<file path="src/rtl/core/pip_pkg.sv">
// Package for the point-in-polygon crossing block.
// Holds field widths, queue sizing and the edge classification flags type.
// Depends on nothing.
package pip_pkg;

  localparam int X_W = 29;
  localparam int Y_W = 28;

  localparam int QUEUE_DEPTH = 4;
  localparam int QUEUE_PTR_W = 2;
  localparam int QUEUE_CNT_W = 3;

  typedef struct packed {
    logic in_span;
    logic dy_pos;
    logic dy_neg;
    logic last;
  } pip_flags_t;

  localparam int FLAGS_W = $bits(pip_flags_t);

endpackage

</file>
<file path="src/rtl/core/pip_queue.sv">
// Short queue that decouples the front end from the multiply and compare back end.
// Depends on pip_pkg for its depth.
module pip_queue #(
  parameter int WIDTH = 132
) (
  input  logic             clk,
  input  logic             rst_n,
  input  logic             push,
  input  logic [WIDTH-1:0] push_data,
  output logic             full,
  input  logic             pop,
  output logic             not_empty,
  output logic [WIDTH-1:0] pop_data
);

  localparam int DEPTH = pip_pkg::QUEUE_DEPTH;
  localparam int PTR_W = pip_pkg::QUEUE_PTR_W;
  localparam int CNT_W = pip_pkg::QUEUE_CNT_W;

  logic [WIDTH-1:0] mem_r [DEPTH];
  logic [PTR_W-1:0] wr_ptr_r;
  logic [PTR_W-1:0] rd_ptr_r;
  logic [CNT_W-1:0] count_r;
  logic [CNT_W-1:0] count_nxt;
  logic             do_push;
  logic             do_pop;

  assign full      = (count_r == CNT_W'(DEPTH));
  assign not_empty = (count_r != '0);
  assign do_push   = push && !full;
  assign do_pop    = pop && not_empty;
  assign pop_data  = mem_r[rd_ptr_r];

  always_comb begin
    count_nxt = count_r;
    if (do_push && !do_pop) begin
      count_nxt = count_r + CNT_W'(1);
    end else if (do_pop && !do_push) begin
      count_nxt = count_r - CNT_W'(1);
    end
  end

  always_ff @(posedge clk) begin
    if (!rst_n) begin
      wr_ptr_r <= '0;
      rd_ptr_r <= '0;
      count_r  <= '0;
    end else begin
      if (do_push) begin
        wr_ptr_r <= wr_ptr_r + PTR_W'(1);
      end
      if (do_pop) begin
        rd_ptr_r <= rd_ptr_r + PTR_W'(1);
      end
      count_r <= count_nxt;
    end
  end

  always_ff @(posedge clk) begin
    if (do_push) begin
      mem_r[wr_ptr_r] <= push_data;
    end
  end

endmodule

</file>
<file path="config.mk">
export PLATFORM = sky130hd
export DESIGN_NAME = pip_queue
export DESIGN_NICKNAME = d
export VERILOG_FILES = /design/src/rtl/core/pip_pkg.sv /design/src/rtl/core/pip_queue.sv
export SDC_FILE = /design/constraint.sdc
export NUM_CORES = 1
export LEC_CHECK = 0
export BUFFER_PORTS_ARGS = -buffer_cell sky130_fd_sc_hd__buf_2
export CORE_MARGIN = 2
export CORE_UTILIZATION = 51
export DETAILED_ROUTE_END_ITERATION = 16
export GPL_TIMING_DRIVEN = 0
export PLACE_DENSITY = 0.79
export SYNTH_ARGS = -nofsm -noshare
export SYNTH_HDL_FRONTEND = slang
export SYNTH_SLANG_ARGS = --single-unit
</file>
<file path="constraint.sdc">
create_clock -name clk -period 5.93 [get_ports clk]
set_clock_uncertainty 0.05 [all_clocks]
set_input_delay 1.779 -clock clk [delete_from_list [all_inputs] [get_ports clk]]
set_output_delay 1.779 -clock clk [all_outputs]
set_load 0.005 [all_outputs]
</file>
======== After elaboration in Yosys (flattened, before gate mapping) ========
Memories as Yosys holds them, arrays and structs flattened. A register that Yosys moved wholly into a read port is not among the register bits.
Index checks and enable logic that the tools add are counted.
storage, ports and cells
  memories ................................ 1
  logic and storage cells ................. 24
  input port bits ......................... 136
  latch bits .............................. 0
  ROM bits ................................ 0
  bits in writable memories ............... 528
  flip-flop bits (word level) ............. 7
  output and inout port bits .............. 134
memories
  name   words  bits a word  rd ports  clocked after memory_dff  write ports  line             RTL
  mem_r  4      132          1         1                         1            pip_queue.sv:20  logic [WIDTH-1:0] mem_r [DEPTH];
operators by class
  multiplexer cells ....................... 6
  add/subtract/negate cells ............... 4
  $mul .................................... 0
  divide/modulo/power cells ............... 0
  eq/ne operators ......................... 1
  bitwise operators ....................... 0
  shift-type cells ........................ 0
  $lt $le $gt $ge ......................... 0
  reduce and logical (&&, ||, !) cells .... 9
operators with widths
  kind                                               number
  2-to-1 mux 3 bit                                   2
  adder 2 x 1 -> 2 bit (second input constant)       2
  logical AND 1 bit                                  4
  2-to-1 mux 2 bit                                   2
  adder 3 x 1 -> 3 bit (second input constant)       1
  equality test 3 bit (second input constant)        1
  zero test 1 bit                                    3
  nonzero test 3 bit                                 1
  subtractor 3 x 1 -> 3 bit (second input constant)  1
  2-to-1 mux 1 bit                                   2
  nonzero test 2 bit                                 1

======== Logic depth before layout (Yosys ltp) ========
  depth in word-level cells ............... 7
  gate-level depth with buffers ........... 9

======== Worst setup path after synthesis ========
OpenSTA, ideal clock, no wires.
  path type ............................... in2reg
  from .................................... input push
  to ...................................... memory mem_r[1][0], enable pin
  path slack .............................. 0.177 ns
  data required time ...................... 5.373 ns
  stages on the path ...................... 3
  library setup time ...................... 0.507 ns
  data arrival time ....................... 5.196 ns
  cells stage by stage .................... nor2b_1 > clkbuf_1 > and2_1
on the way
  word-level cells in the longest chain between the ends .. 3
ends and longest elaborated chain
  element                                 line             RTL
  start, declared                         pip_queue.sv:8   input logic push,
  logical AND 1 bit                       pip_queue.sv:30  assign do_push = push && !full;
  net do_push                             pip_queue.sv:25  logic do_push;
  2-to-1 mux 1 bit                        pip_queue.sv:60  if (do_push) begin
  2-to-1 mux 1 bit (implied by the code)  pip_queue.sv:61  mem_r[wr_ptr_r] <= push_data;
  end, declared                           pip_queue.sv:20
The timed path passes the listed nets, and every way through them passes these cells.

==> run summary <==
post-cts sizing count = 0
IO Pins = 270
NumNets Final = 1212
Post-synth ARST share = 0%
largest area contributor in the netlist = edfxtp_1
overall power = 0.00999 W
postcts setup bufs = 0
CTS H-tree lvls = 2
mean post-synth cell area = 26.4 um^2
Vias = 8871
Max Slew Vio Count = 0
min Tclk post-route = 4.20 ns
slew margin rel. = 46.5%
sequential share of the synthesized area = 82.2%
Post-synth top cells = edfxtp_1 (528), mux4_2 (132), buf_2 (15), buf_6 (10), dfxtp_1 (9)
CTS tree = done
area occupied by multi-input gates = 3260 um^2
Hold Fails Final Rpt = 0
largest net degree at the start of global routing = 59
Final WS setup = 1.73 ns
Root Driver = clkbuf_16
Post-CTS Hold Buffers = 0
main combinational cell family by area after synthesis = multiplexers
Static Leakage = 7.83 nW
GRT Overall Usage = 18.6%
Residual DRC = 0
Syn Std Cell Area = 19500 um^2
Worst setup EP type = output port
Buffers on Ports = 268
setup TNS = 0 ns
status = finished, final reports clean
Synth area leaders = edfxtp_1 (81%), mux4_2 (15%), dfxtp_1 (0.92%)
period utilization = 70.8%
RSZ-0062 raised after global routing = false
Worst-Margin Slew = 0.802 ns
area delta synth->final = 19.7%
drt initial violations = 434
FF+latch count, synth = 537
drt first pass iters = 5
Post-Synthesis Cells = 738
Max clock buf depth = 3
dpl hpwl = 23100 um
most frequent cell after synthesis = edfxtp_1
DIE WIDTH = 200 um
Routed Wire Length = 36800 um
Die ar. = 39800 um^2
Worst Path Max Fanout = 10
share of cells above drive strength 1 = 45.8%
critical path data required time = 4.10 ns
Final setup violation count = 0
die span in y = 200 um
Yosys warnings = 0
Synth Flop Type = edfxtp_1
Hold Crit Class = register to register
Synth Area in Adders = 0.423%
ANT nets after route = 0
first-pass GRT wire length = 54400 um
Post-DP Area = 21700 um^2
Via density = 5.46
total grt overflow = 0
critical path class = register to output port
post-synthesis compound-gate area fraction = 0.148%
Syn Nets = 880
Clk pin slew, worst setup/hold paths = 0.06 ns
Layout fillers = 2577
# rows = 71
P per Cell Area = 428 nW/um^2
clock buffer count from CTS = 52
wire per inst = 22.6 um
number of global-route vias before repair = 9458
Fmax = 238 MHz
post-synthesis mux area share = 15.4%
Placer Congestion = 0.684
Starting Density = 51.8%
Post-Synth Simple-Gate Area = 0.500%
maximum VDD drop = 0.279 mV
Arr. time, crit path = 2.37 ns
number of enable flip-flop cells after synthesis = 528
Synth cell types = 21
CTS sink cnt = 537
Startpoint Class = register
top-area cell type share of the netlist area = 81.3%
Final Cell Area = 23400 um^2
register area = 16000 um^2
hold_ws = 0.454 ns
worst-skew pair later-pin latency = 0.59 ns
pre-CTS WS = 2.08 ns
initial antenna violation count = 6
Max Cap Viol = 0
post-synthesis xor/xnor area fraction = 0.180%
Core Area = 37700 um^2
-- power by group --
part	leakage [nW]	internal, W	switching, W
logic	2.14	0.00115	0.00108
clock network	0.778	0.00176	0.00131
registers	4.91	0.00460	0.0000920
-- metrics by stage --
| step | utilization (%) | std cells |
|---|---|---|
| after floorplan | - | 738 |
| after CTS | 62.0 | 1622 |
| after detailed placement | 57.7 | 1527 |
| final | 62.0 | 1626 |
| after global routing | 62.0 | 1624 |
| after global placement | 57.0 | 1517 |
-- cell type report --
cell class | instances | area share, %
antenna | 4 | 0.0429
buffer | 32 | 0.916
clock buffer | 68 | 6.05
clock inverter | 27 | 0.793
inverter | 3 | 0.0482
multi-input combinational | 166 | 13.9
sequential | 537 | 68.7
tap | 511 | 2.74
timing repair buffer | 278 | 6.79
-- worst max-delay path, stage by stage, from the launching register on --
cell     delay, ns
dfxtp_1       0.30
buf_2         0.20
buf_2         0.37
buf_2         0.37
mux4_2        0.36
buf_2         0.16
-- placed cells by master, fill, tap and decap left out --
| cell | instances |
|---|---|
| edfxtp_1 | 528 |
| o311ai_0 | 1 |
| inv_6 | 2 |
| nand2_1 | 4 |
| buf_16 | 6 |
| clkinvlp_4 | 2 |
| and2_1 | 4 |
| o31ai_1 | 1 |
| buf_2 | 283 |
| ha_1 | 5 |
| bufinv_16 | 2 |
| a21boi_0 | 1 |
| clkbuf_16 | 53 |
| xor2_1 | 1 |
| nor2b_1 | 2 |
| and2_4 | 4 |
| o21ai_0 | 1 |
| xnor2_1 | 3 |
| mux4_2 | 132 |
| clkinv_4 | 1 |
| buf_6 | 10 |
| inv_1 | 3 |
| clkbuf_8 | 3 |
| clkbuf_1 | 19 |
| clkinv_2 | 7 |
| nor3b_1 | 1 |
| clkinv_1 | 13 |
| diode_2 | 4 |
| or3_1 | 2 |
| fa_1 | 1 |
| mux2i_1 | 3 |
| dfxtp_1 | 9 |
| buf_12 | 4 |
-- layer usage --
layer  share of wire (%)  vias to the layer above  global-route usage [%]
li1                    -                     3868                       -
met1                  39                     4633                    23.4
met2                  51                      306                    31.0
met3                 8.6                       58                    5.77
met4                 2.0                        6                    6.50
met5                0.12                        -                       0
-- flip-flops by register name, summed over array words and instances (netlist names), named ones only --
signal	flops
count_r	3
mem_r	528
wr_ptr_r	2
rd_ptr_r	2
-- worst paths after layout --
check                                  from            end  slack, ns  depth (start not counted)
worst max-delay path               register  pop_data[109]       1.73                          5
worst min-delay path            wr_ptr_r[1]    wr_ptr_r[1]       0.45                          2
worst max register to register   count_r[0]   mem_r[1][78]       3.36                          6
worst min register to register  wr_ptr_r[1]    wr_ptr_r[1]       0.45                          2
-- kinds of logic after synthesis --
| group | Yosys count |
|---|---|
| AO/OA/AOI/OAI | 4 |
| XOR/XNOR | 4 |
| adder cells (fa/ha/maj) | 6 |
| buffers and inverters | 35 |
| flip-flops | 537 |
| multiplexers | 135 |
| AND/OR/NAND/NOR | 17 |
(Power assumes the default switching activity.)
