## config.mk

```make
export PLATFORM = sky130hd
export DESIGN_NAME = pip_front
export DESIGN_NICKNAME = d
export VERILOG_FILES = /design/src/rtl/core/pip_pkg.sv /design/src/rtl/core/pip_front.sv
export SDC_FILE = /design/constraint.sdc
export NUM_CORES = 1
export LEC_CHECK = 0
export ABC_CLOCK_PERIOD_IN_PS = 11150
export BUFFER_PORTS_ARGS = -buffer_cell sky130_fd_sc_hd__buf_2
export CORE_ASPECT_RATIO = 0.5
export CORE_MARGIN = 2
export CORE_UTILIZATION = 58
export DETAILED_ROUTE_END_ITERATION = 16
export GPL_ROUTABILITY_DRIVEN = 0
export MAX_ROUTING_LAYER = met4
export PLACE_DENSITY_LB_ADDON = 0.25
export SYNTH_ARGS = -nofsm -noshare
export SYNTH_HDL_FRONTEND = slang
export SYNTH_SLANG_ARGS = --single-unit
export TNS_END_PERCENT = 50
```

## constraint.sdc

```tcl
create_clock -name vclk -period 11.15
set_input_delay 1.6725 -clock vclk [all_inputs]
set_output_delay 1.6725 -clock vclk [all_outputs]
set_load 0.05 [all_outputs]
```

## src/rtl/core/pip_pkg.sv

```systemverilog
// Package for the point-in-polygon crossing block.
// Holds field widths, queue sizing and the edge classification flags type.
// Depends on nothing.
package pip_pkg;

  localparam int X_W = 29;
  localparam int Y_W = 28;

  localparam int QUEUE_DEPTH = 4;
  localparam int QUEUE_PTR_W = 2;
  localparam int QUEUE_CNT_W = 3;

  typedef struct packed {
    logic in_span;
    logic dy_pos;
    logic dy_neg;
    logic last;
  } pip_flags_t;

  localparam int FLAGS_W = $bits(pip_flags_t);

endpackage

```

## src/rtl/core/pip_front.sv

```systemverilog
// Front end of the crossing block: bounds tests and coordinate differences per edge.
// Depends on pip_pkg.
module pip_front #(
  parameter int COORD_WIDTH = 32
) (
  input  logic signed [pip_pkg::X_W-1:0] query_x,
  input  logic signed [pip_pkg::Y_W-1:0] query_y,
  input  logic signed [pip_pkg::X_W-1:0] start_x,
  input  logic signed [pip_pkg::Y_W-1:0] start_y,
  input  logic signed [pip_pkg::X_W-1:0] end_x,
  input  logic signed [pip_pkg::Y_W-1:0] end_y,
  input  logic                           last_edge,
  output pip_pkg::pip_flags_t            flags,
  output logic signed [COORD_WIDTH-1:0]  dx,
  output logic signed [COORD_WIDTH-1:0]  dy,
  output logic signed [COORD_WIDTH-1:0]  qdx,
  output logic signed [COORD_WIDTH-1:0]  qdy
);

  logic signed [pip_pkg::X_W-1:0] max_x;
  logic signed [pip_pkg::Y_W-1:0] min_y;
  logic signed [pip_pkg::Y_W-1:0] max_y;
  logic signed [COORD_WIDTH-1:0]  qx_c;
  logic signed [COORD_WIDTH-1:0]  qy_c;
  logic signed [COORD_WIDTH-1:0]  ax_c;
  logic signed [COORD_WIDTH-1:0]  ay_c;
  logic signed [COORD_WIDTH-1:0]  bx_c;
  logic signed [COORD_WIDTH-1:0]  by_c;

  assign max_x = (start_x > end_x) ? start_x : end_x;
  assign min_y = (start_y < end_y) ? start_y : end_y;
  assign max_y = (start_y > end_y) ? start_y : end_y;

  assign qx_c = COORD_WIDTH'(query_x);
  assign qy_c = COORD_WIDTH'(query_y);
  assign ax_c = COORD_WIDTH'(start_x);
  assign ay_c = COORD_WIDTH'(start_y);
  assign bx_c = COORD_WIDTH'(end_x);
  assign by_c = COORD_WIDTH'(end_y);

  assign dx  = bx_c - ax_c;
  assign dy  = by_c - ay_c;
  assign qdx = qx_c - ax_c;
  assign qdy = qy_c - ay_c;

  always_comb begin
    flags.in_span = (max_x >= query_x) && (min_y <= query_y) && (query_y < max_y);
    flags.dy_neg  = dy[COORD_WIDTH-1];
    flags.dy_pos  = !dy[COORD_WIDTH-1] && (|dy);
    flags.last    = last_edge;
  end

endmodule

```

After elaboration in Yosys (flattened, before gate mapping)
Index checks and enable logic that the tools add are counted.
Storage, ports and cells
  register bits after elaboration: 0
  bits in latches: 0
  memory bits (writable): 0
  bits in read-only memories: 0
  input bits: 172
  output and inout port bits: 132
  word-level logic and storage cells: 18
  memories: 0
Cells by class
  $add $sub $neg: 4
  multiply operators: 0
  div/mod/pow operators: 0
  magnitude comparators: 6
  eq/ne operators: 0
  shift-type cells: 0
  muxes and demuxes: 3
  bitwise logic cells: 0
  reductions and logical operators: 5
Operator list (number)
  29-bit by 29-bit subtractor with 30-bit output: 2
  28-bit by 28-bit subtractor with 29-bit output: 2
  28-bit less-than comparator: 2
  28-bit two-way mux: 2
  32-bit OR reduction: 1
  29-bit greater-or-equal comparator: 1
  29-bit > comparator: 1
  29-bit two-way mux: 1
  28-bit > comparator: 1
  28-bit <= comparator: 1
  1-bit logical AND: 3
  1-bit logical NOT: 1

Logic depth before layout (Yosys ltp)
Gate-level depths: netlist of the first run.
  depth in word-level cells: 5
  mapped depth: 26
  gate-level depth less buffers: 25

Least setup slack after synthesis of the first run
OpenSTA, ideal clock, no wires.
  kind: input to output
  start: input end_x[0] (netlist name)
  end: output flags[3] (netlist name)
  data arrival time: 7.253 ns
  data required time: 9.477 ns
  path slack: 2.225 ns
  cell stages on the path: 25
  path buffers: 1
  path through: inv_1 ha_1 inv_1 fa_1 a211oi_1 o21a_1 o31ai_1 a211oi_1 o21ai_1 nand4_1 a21boi_1 o21ai_1 buf_1 mux2_2 ha_1 a21o_1 a21oi_1 nor2b_1 o21ai_0 nand2b_1 a21oi_1 o21ai_0 a211o_1 or2_2 a221oi_1
RTL lines
  from (decl): line pip_front.sv:10  | input logic signed [pip_pkg::X_W-1:0] end_x,
  to (decl): line pip_front.sv:13  | output pip_pkg::pip_flags_t flags,

==> results.sh, run 1 <==
export IMPL_outcome="complete, no violations"
export IMPL_grt_remaining_overflow=0
export IMPL_max_cap_violations=0
export IMPL_mostFrequentLayoutCells="302 x buf_2, 198 x ha_1, 152 x inv_1"
export IMPL_number_of_diodes=0
export IMPL_worst_ir_drop_vdd_v=0.0000985
export IMPL_seq_cells=0
export IMPL_largest_net_degree_at_the_start_of_global_routing=57
export IMPL_min_path_cells=0
export IMPL_first_global_vias=9796
export IMPL_power_share_clock_pct=0
export IMPL_route_detailed_drc=0
export IMPL_transition_time_at_the_pin_with_the_least_slew_margin_ps=1170
export IMPL_cellPowerDensity_mw_per_mm2=105
export IMPL_grt_antenna_before_repair=0
export IMPL_firstDrtPassIters=6
export IMPL_fraction_of_layout_instances_using_a_drive_strength_above_1_pct=22.8
export IMPL_internal_power_w=0.000351
export IMPL_nNetsFinal=1908
export IMPL_cts_resized_gates=0
export IMPL_synth_area_mm2=0.00893
export IMPL_floorplan_die_width_um=180
export IMPL_synth_yosys_seq_area_share_pct=0
export IMPL_placedCellCount=1730
export IMPL_power_leakage_nw=5.85
export IMPL_power_switching_share_pct=68.5
export IMPL_worstSetupPathType="input port to output port"
export IMPL_rsz_0062_raised_after_global_routing="no"
export IMPL_min_delay_path_class="input port to output port"
export IMPL_fin_total_pwr_w=0.00111
export IMPL_fin_setup_tns_ps=0
export IMPL_min_delay_worst_endpoint="flags[0]"
export IMPL_post_dp_hpwl_um=24500
export IMPL_min_delay_start="last_edge"
export IMPL_share_seq_of_total_power_pct=0
export IMPL_floorplan_rows=31
export IMPL_design_portCount=304
export IMPL_timing_final_crit_share_pct=82.2
export IMPL_achievable_frequency_mhz=109
export IMPL_layoutNonFillerInstCount=1730
export IMPL_timing_final_hold_violations=0
export IMPL_power_share_combinational_pct=100.0
export IMPL_avgSynthCellArea_um2=7.12
export IMPL_number_of_buffers_inserted_by_hold_repair_at_cts=0
export IMPL_cp_end_kind="output port"
export IMPL_synthToLayoutAreaGrowth_pct=18.2
export IMPL_report_final_slew_viol_count=0
export IMPL_worst_endpoint_required_ps=9480
export IMPL_finalWorstPathRequiredPeriod_ps=9170
export IMPL_number_of_different_library_cells_in_the_post_synthesis_netlist=70
export IMPL_routed_wire_length_per_instance_um=16.2
export IMPL_layout_commonest_cell="buf_2"
export IMPL_ant_nets=0
export IMPL_route_detailed_vias_per_inst=6.05
export IMPL_route_final_wire_length_um=28100
export IMPL_relSlewSlack_pct=21.7
export IMPL_layout_clock_buffers=0
export IMPL_grtUsageTotal_pct=32.5
export IMPL_post_cts_repair_setup_buffers=0
export IMPL_critical_path_startpoint_type="input port"
export IMPL_port_buffers=302
export IMPL_syn_inst=1255
export IMPL_starting_utilization_of_the_core_area_pct=60.6
export IMPL_core_region_area_mm2=0.0147
export IMPL_seq_area_um2=0
export IMPL_synth_net_count=1629
export IMPL_setup_violations_final=0
export IMPL_worst_path_arrival_time_ps=7500
export IMPL_die_area_mm2=0.0165
export IMPL_synth_warning_count=0
export IMPL_finish_utilization_pct=71.6
export IMPL_die_height_um=91.8
export IMPL_global_route_wire_length_before_repair_um=44700
export IMPL_via_count=10500
export IMPL_biggest_fanout_along_the_worst_timing_path=22
export IMPL_drt_initial_drc_count=708
export IMPL_switchingPower_w=0.000762
-- synth_stat cells, types with 3 or more instances --
| master | n | area, um2 |
|---|---|---|
| a2111oi_0 | 3 | 26.3 |
| a211o_1 | 8 | 70.1 |
| a211oi_1 | 17 | 128 |
| a21boi_0 | 7 | 52.6 |
| a21o_1 | 59 | 443 |
| a21oi_1 | 105 | 526 |
| a221oi_1 | 6 | 52.6 |
| a31oi_1 | 7 | 43.8 |
| a41oi_1 | 3 | 26.3 |
| and2_1 | 5 | 31.3 |
| and3_1 | 12 | 75.1 |
| and4_1 | 6 | 52.6 |
| buf_2 | 4 | 20.0 |
| buf_4 | 16 | 120 |
| clkbuf_1 | 5 | 18.8 |
| fa_1 | 4 | 80.1 |
| ha_1 | 198 | 2480 |
| inv_1 | 152 | 571 |
| mux2_1 | 5 | 56.3 |
| mux2_2 | 23 | 259 |
| mux2i_1 | 29 | 290 |
| nand2_1 | 91 | 342 |
| nand2b_1 | 21 | 131 |
| nand3_1 | 24 | 120 |
| nand3b_1 | 4 | 30.0 |
| nand4_1 | 24 | 150 |
| nor2_1 | 63 | 236 |
| nor2b_1 | 18 | 113 |
| nor3_1 | 29 | 145 |
| nor4_1 | 7 | 43.8 |
| o2111ai_1 | 4 | 35.0 |
| o211ai_1 | 12 | 90.1 |
| o21a_1 | 27 | 203 |
| o21ai_0 | 58 | 290 |
| o21ai_1 | 35 | 175 |
| o21bai_1 | 13 | 97.6 |
| o221ai_1 | 3 | 26.3 |
| o22ai_1 | 3 | 18.8 |
| o31ai_1 | 3 | 22.5 |
| or2_2 | 8 | 50.1 |
| or3_1 | 7 | 43.8 |
| xnor2_1 | 58 | 508 |
| xor2_1 | 31 | 272 |
-- routing by layer --
layer | track usage [%] | vias to the layer above | routed length [um]
li1 | - | 5137 | -
met1 | 39.0 | 4741 | 11900
met2 | 57.5 | 494 | 13200
met3 | 3.02 | 87 | 1980
met4 | 11.0 | 0 | 984
met5 | - | - | 0
-- worst max path at each step --
stage,from,depth (start not counted),slack [ps],endpoint
floorplan,end_x[0],25,2220,flags[3]
global placement,end_x[0],27,2090,flags[3]
detailed placement,end_x[0],27,2010,flags[3]
CTS,end_x[0],27,1980,flags[3]
global route,end_x[0],27,1640,flags[3]
finish,end_x[0],27,1980,flags[3]
-- area by class of cell --
class,count,area [um2]
Timing Repair Buffer,304,1530
Multi-Input combinational cell,1076,8210
Fill cell,1258,4180
Inverter,152,571
Tap cell,198,248
-- metrics by stage --
step | setup WS (ps) | hold slack [ps] | cell area (um2)
3_5_place_dp | 2010 | 3350 | 10600
4_1_cts | 1980 | 3350 | 10600
2_1_floorplan | 2220 | 3510 | 8930
3_3_place_gp | 2090 | 3350 | 10600
5_1_grt | 1640 | 3350 | 10600
6_report | 1980 | 3350 | 10600
-- power groups by stage --
stage / Sequential, W / Clock, W / Combinational [W]
after floorplan: 0 / 0 / 0.000851
after global placement: 0 / 0 / 0.00107
after detailed placement: 0 / 0 / 0.00110
after CTS: 0 / 0 / 0.00110
after global routing: 0 / 0 / 0.00119
final: 0 / 0 / 0.00111
-- cell families after synthesis --
group	Yosys count	synth area share, %
xor gates and xnor gates	90	9.03
AOI/OAI and AO/OA	396	28.6
adders and majority gates	202	28.6
and+or+nand+nor	331	18.7
muxes	57	6.78
buffers and inverters	179	8.25
-- critical path, stage by stage --
cell      delay [ps]
buf_2            100
inv_1             60
ha_1             180
inv_1             60
fa_1             410
a211oi_1         390
o21a_1           220
o31ai_1          150
a211oi_1         380
o21ai_1          140
nand4_1          130
a21boi_1         100
o21ai_2          450
buf_4            410
mux2_2           380
ha_1             290
a21o_1           180
a21oi_1          140
nor2b_1           60
o21ai_0          140
nand2b_1          70
a21oi_1          150
nor2_1            50
a211o_1          250
or2_2            300
a221oi_1         290
buf_2            320
(Power assumes the default switching activity.)
==> run 2, diff against run 1 <==
Settings changed: ABC_CLOCK_PERIOD_IN_PS 11150 to 7570, CORE_UTILIZATION 58 to 49.
Clock period 11.15 ns to 7.57 ns, I/O delays scaled along.
==> run 2 against run 1 <==
  * Setup slack worse by 1700 ps
  * Hold slack worse by 1100 ps
  * Die area rose by 18%
  * Combinational power increased by 51%
  * Sequential cell count unchanged
  * Count of clock-buffer cells in the layout is the same
  * Non-clock buffer count up 40
  * Cell area increased by 3.9%
  * Highest routed layer unchanged
==> results.sh, run 2 (synthesis gave the netlist of run 1 again) <==
export IMPL_outcome="complete, no violations"
export IMPL_core_region_area_mm2=0.0176
export IMPL_die_height_um=99.5
export IMPL_critPathBufInv=4
export IMPL_worst_path_arrival_time_ps=6150
export IMPL_critical_path_startpoint_type="input port"
export IMPL_min_delay_path_class="input port to output port"
export IMPL_multi_input_area_mm2=0.00825
export IMPL_global_route_wire_length_before_repair_um=46100
export IMPL_floorplan_rows=34
export IMPL_ant_nets=0
export IMPL_transition_time_at_the_pin_with_the_least_slew_margin_ps=870
export IMPL_max_cap_violations=0
export IMPL_post_dp_hpwl_um=25700
export IMPL_number_of_buffers_inserted_by_hold_repair_at_cts=0
export IMPL_grtUsageTotal_pct=28.9
export IMPL_route_final_wire_length_um=29000
export IMPL_port_buffers=302
export IMPL_fin_setup_tns_ps=0
export IMPL_first_global_vias=10000
export IMPL_synthToLayoutAreaGrowth_pct=22.7
export IMPL_num_fill_cells=1670
export IMPL_floorplan_die_width_um=195
export IMPL_report_final_slew_viol_count=0
export IMPL_rsz_0062_raised_after_global_routing="no"
export IMPL_cellPowerDensity_mw_per_mm2=154
export IMPL_firstDrtPassIters=5
export IMPL_die_area_mm2=0.0194
export IMPL_layout_commonest_cell="buf_2"
export IMPL_largest_net_degree_at_the_start_of_global_routing=29
export IMPL_worstSetupPathType="input port to output port"
export IMPL_worst_endpoint_required_ps=6430
export IMPL_critical_path_max_stage_delay_ps=500
export IMPL_achievable_frequency_mhz=137
export IMPL_nNetsFinal=1948
export IMPL_drt_initial_drc_count=498
export IMPL_route_detailed_drc=0
export IMPL_timing_final_crit_share_pct=96.3
export IMPL_critical_path_slowest_cell="or4b_4"
export IMPL_routed_wire_length_per_instance_um=16.1
export IMPL_min_delay_start="last_edge"
export IMPL_layout_clock_buffers=0
export IMPL_setup_violations_final=0
export IMPL_min_path_cells=0
export IMPL_power_leakage_nw=6.05
export IMPL_finalWorstPathRequiredPeriod_ps=7290
export IMPL_cp_end_kind="output port"
export IMPL_mostFrequentLayoutCells="301 x buf_2, 198 x ha_1, 152 x inv_1"
export IMPL_design_portCount=304
export IMPL_route_detailed_vias_per_inst=5.80
export IMPL_grt_remaining_overflow=0
export IMPL_min_delay_worst_endpoint="flags[0]"
export IMPL_cpLargestDelayFamily="compound AO/OA/AOI/OAI gates"
export IMPL_grt_antenna_before_repair=1
export IMPL_relSlewSlack_pct=41.5
export IMPL_seq_area_um2=0
export IMPL_seq_cells=0
export IMPL_fraction_of_layout_instances_using_a_drive_strength_above_1_pct=25.1
export IMPL_via_count=10500
export IMPL_worst_ir_drop_vdd_v=0.000146
export IMPL_layoutNonFillerInstCount=1807
export IMPL_timing_final_hold_violations=0
export IMPL_biggest_fanout_along_the_worst_timing_path=15
export IMPL_placedCellCount=1802
export IMPL_starting_utilization_of_the_core_area_pct=50.7
[run 2: changes by cell type in the layout (fill, tap and decap cells not counted), moves of 2 or more]
cell | previous run | this run
a211oi_1 | 17 | 15
a211oi_2 | 1 | 3
a221oi_1 | 6 | 4
a221oi_2 | 0 | 2
buf_4 | 2 | 39
buf_6 | 0 | 3
[run 2: cell type report]
cell class	instances	area share [%]
tap	234	2.67
multi-input combinational	1076	75.2
antenna	1	0.0228
timing repair buffer	344	16.9
inverter	152	5.20
[run 2: timing repair]
item,4_1_cts,5_1_grt
gates resized for setup,1,9
pin swaps,0,4
setup endpoints to repair,1,1
buffers inserted,0,4
hold endpoints to repair,0,0
gates cloned,0,0
[run 2: worst max-delay path by stage]
stage	end	depth (start not counted)	slack, ps	from
floorplan	flags[3]	25	180	end_x[0]
CTS	flags[3]	27	40	end_x[0]
finish	flags[3]	26	280	start_y[1]
global placement	flags[3]	24	110	end_x[0]
global route	flags[3]	27	30	end_x[0]
detailed placement	flags[3]	27	-30	end_x[0]
[run 2: where the power goes]
group,switching (W),total (W),internal (W)
clock network,0,0.0000000000177,0.0000000000177
registers,0,0,0
logic,0.00113,0.00168,0.000553
total,0.00113,0.00168,0.000553
[run 2: per-stage QoR]
| stage | setup slack, ps | cell area, um2 | utilization (%) | power [W] | hold WS [ps] |
|---|---|---|---|---|---|
| floorplan | 182 | 8940 | - | 0.00126 | 2440 |
| global placement | 107 | 10900 | 61.8 | 0.00162 | 2270 |
| detailed placement | -32.1 | 10900 | 61.8 | 0.00165 | 2270 |
| CTS | 36.1 | 10900 | 61.9 | 0.00166 | 2270 |
| global route | 34.3 | 11000 | 62.3 | 0.00181 | 2270 |
| finish | 280 | 11000 | 62.3 | 0.00168 | 2270 |
[run 2: metal layers]
metal	global-route usage, %	part of all wire (%)
met4	7.16	2.5
met3	2.27	7.4
met5	-	0
met1	35.9	43
met2	51.4	47
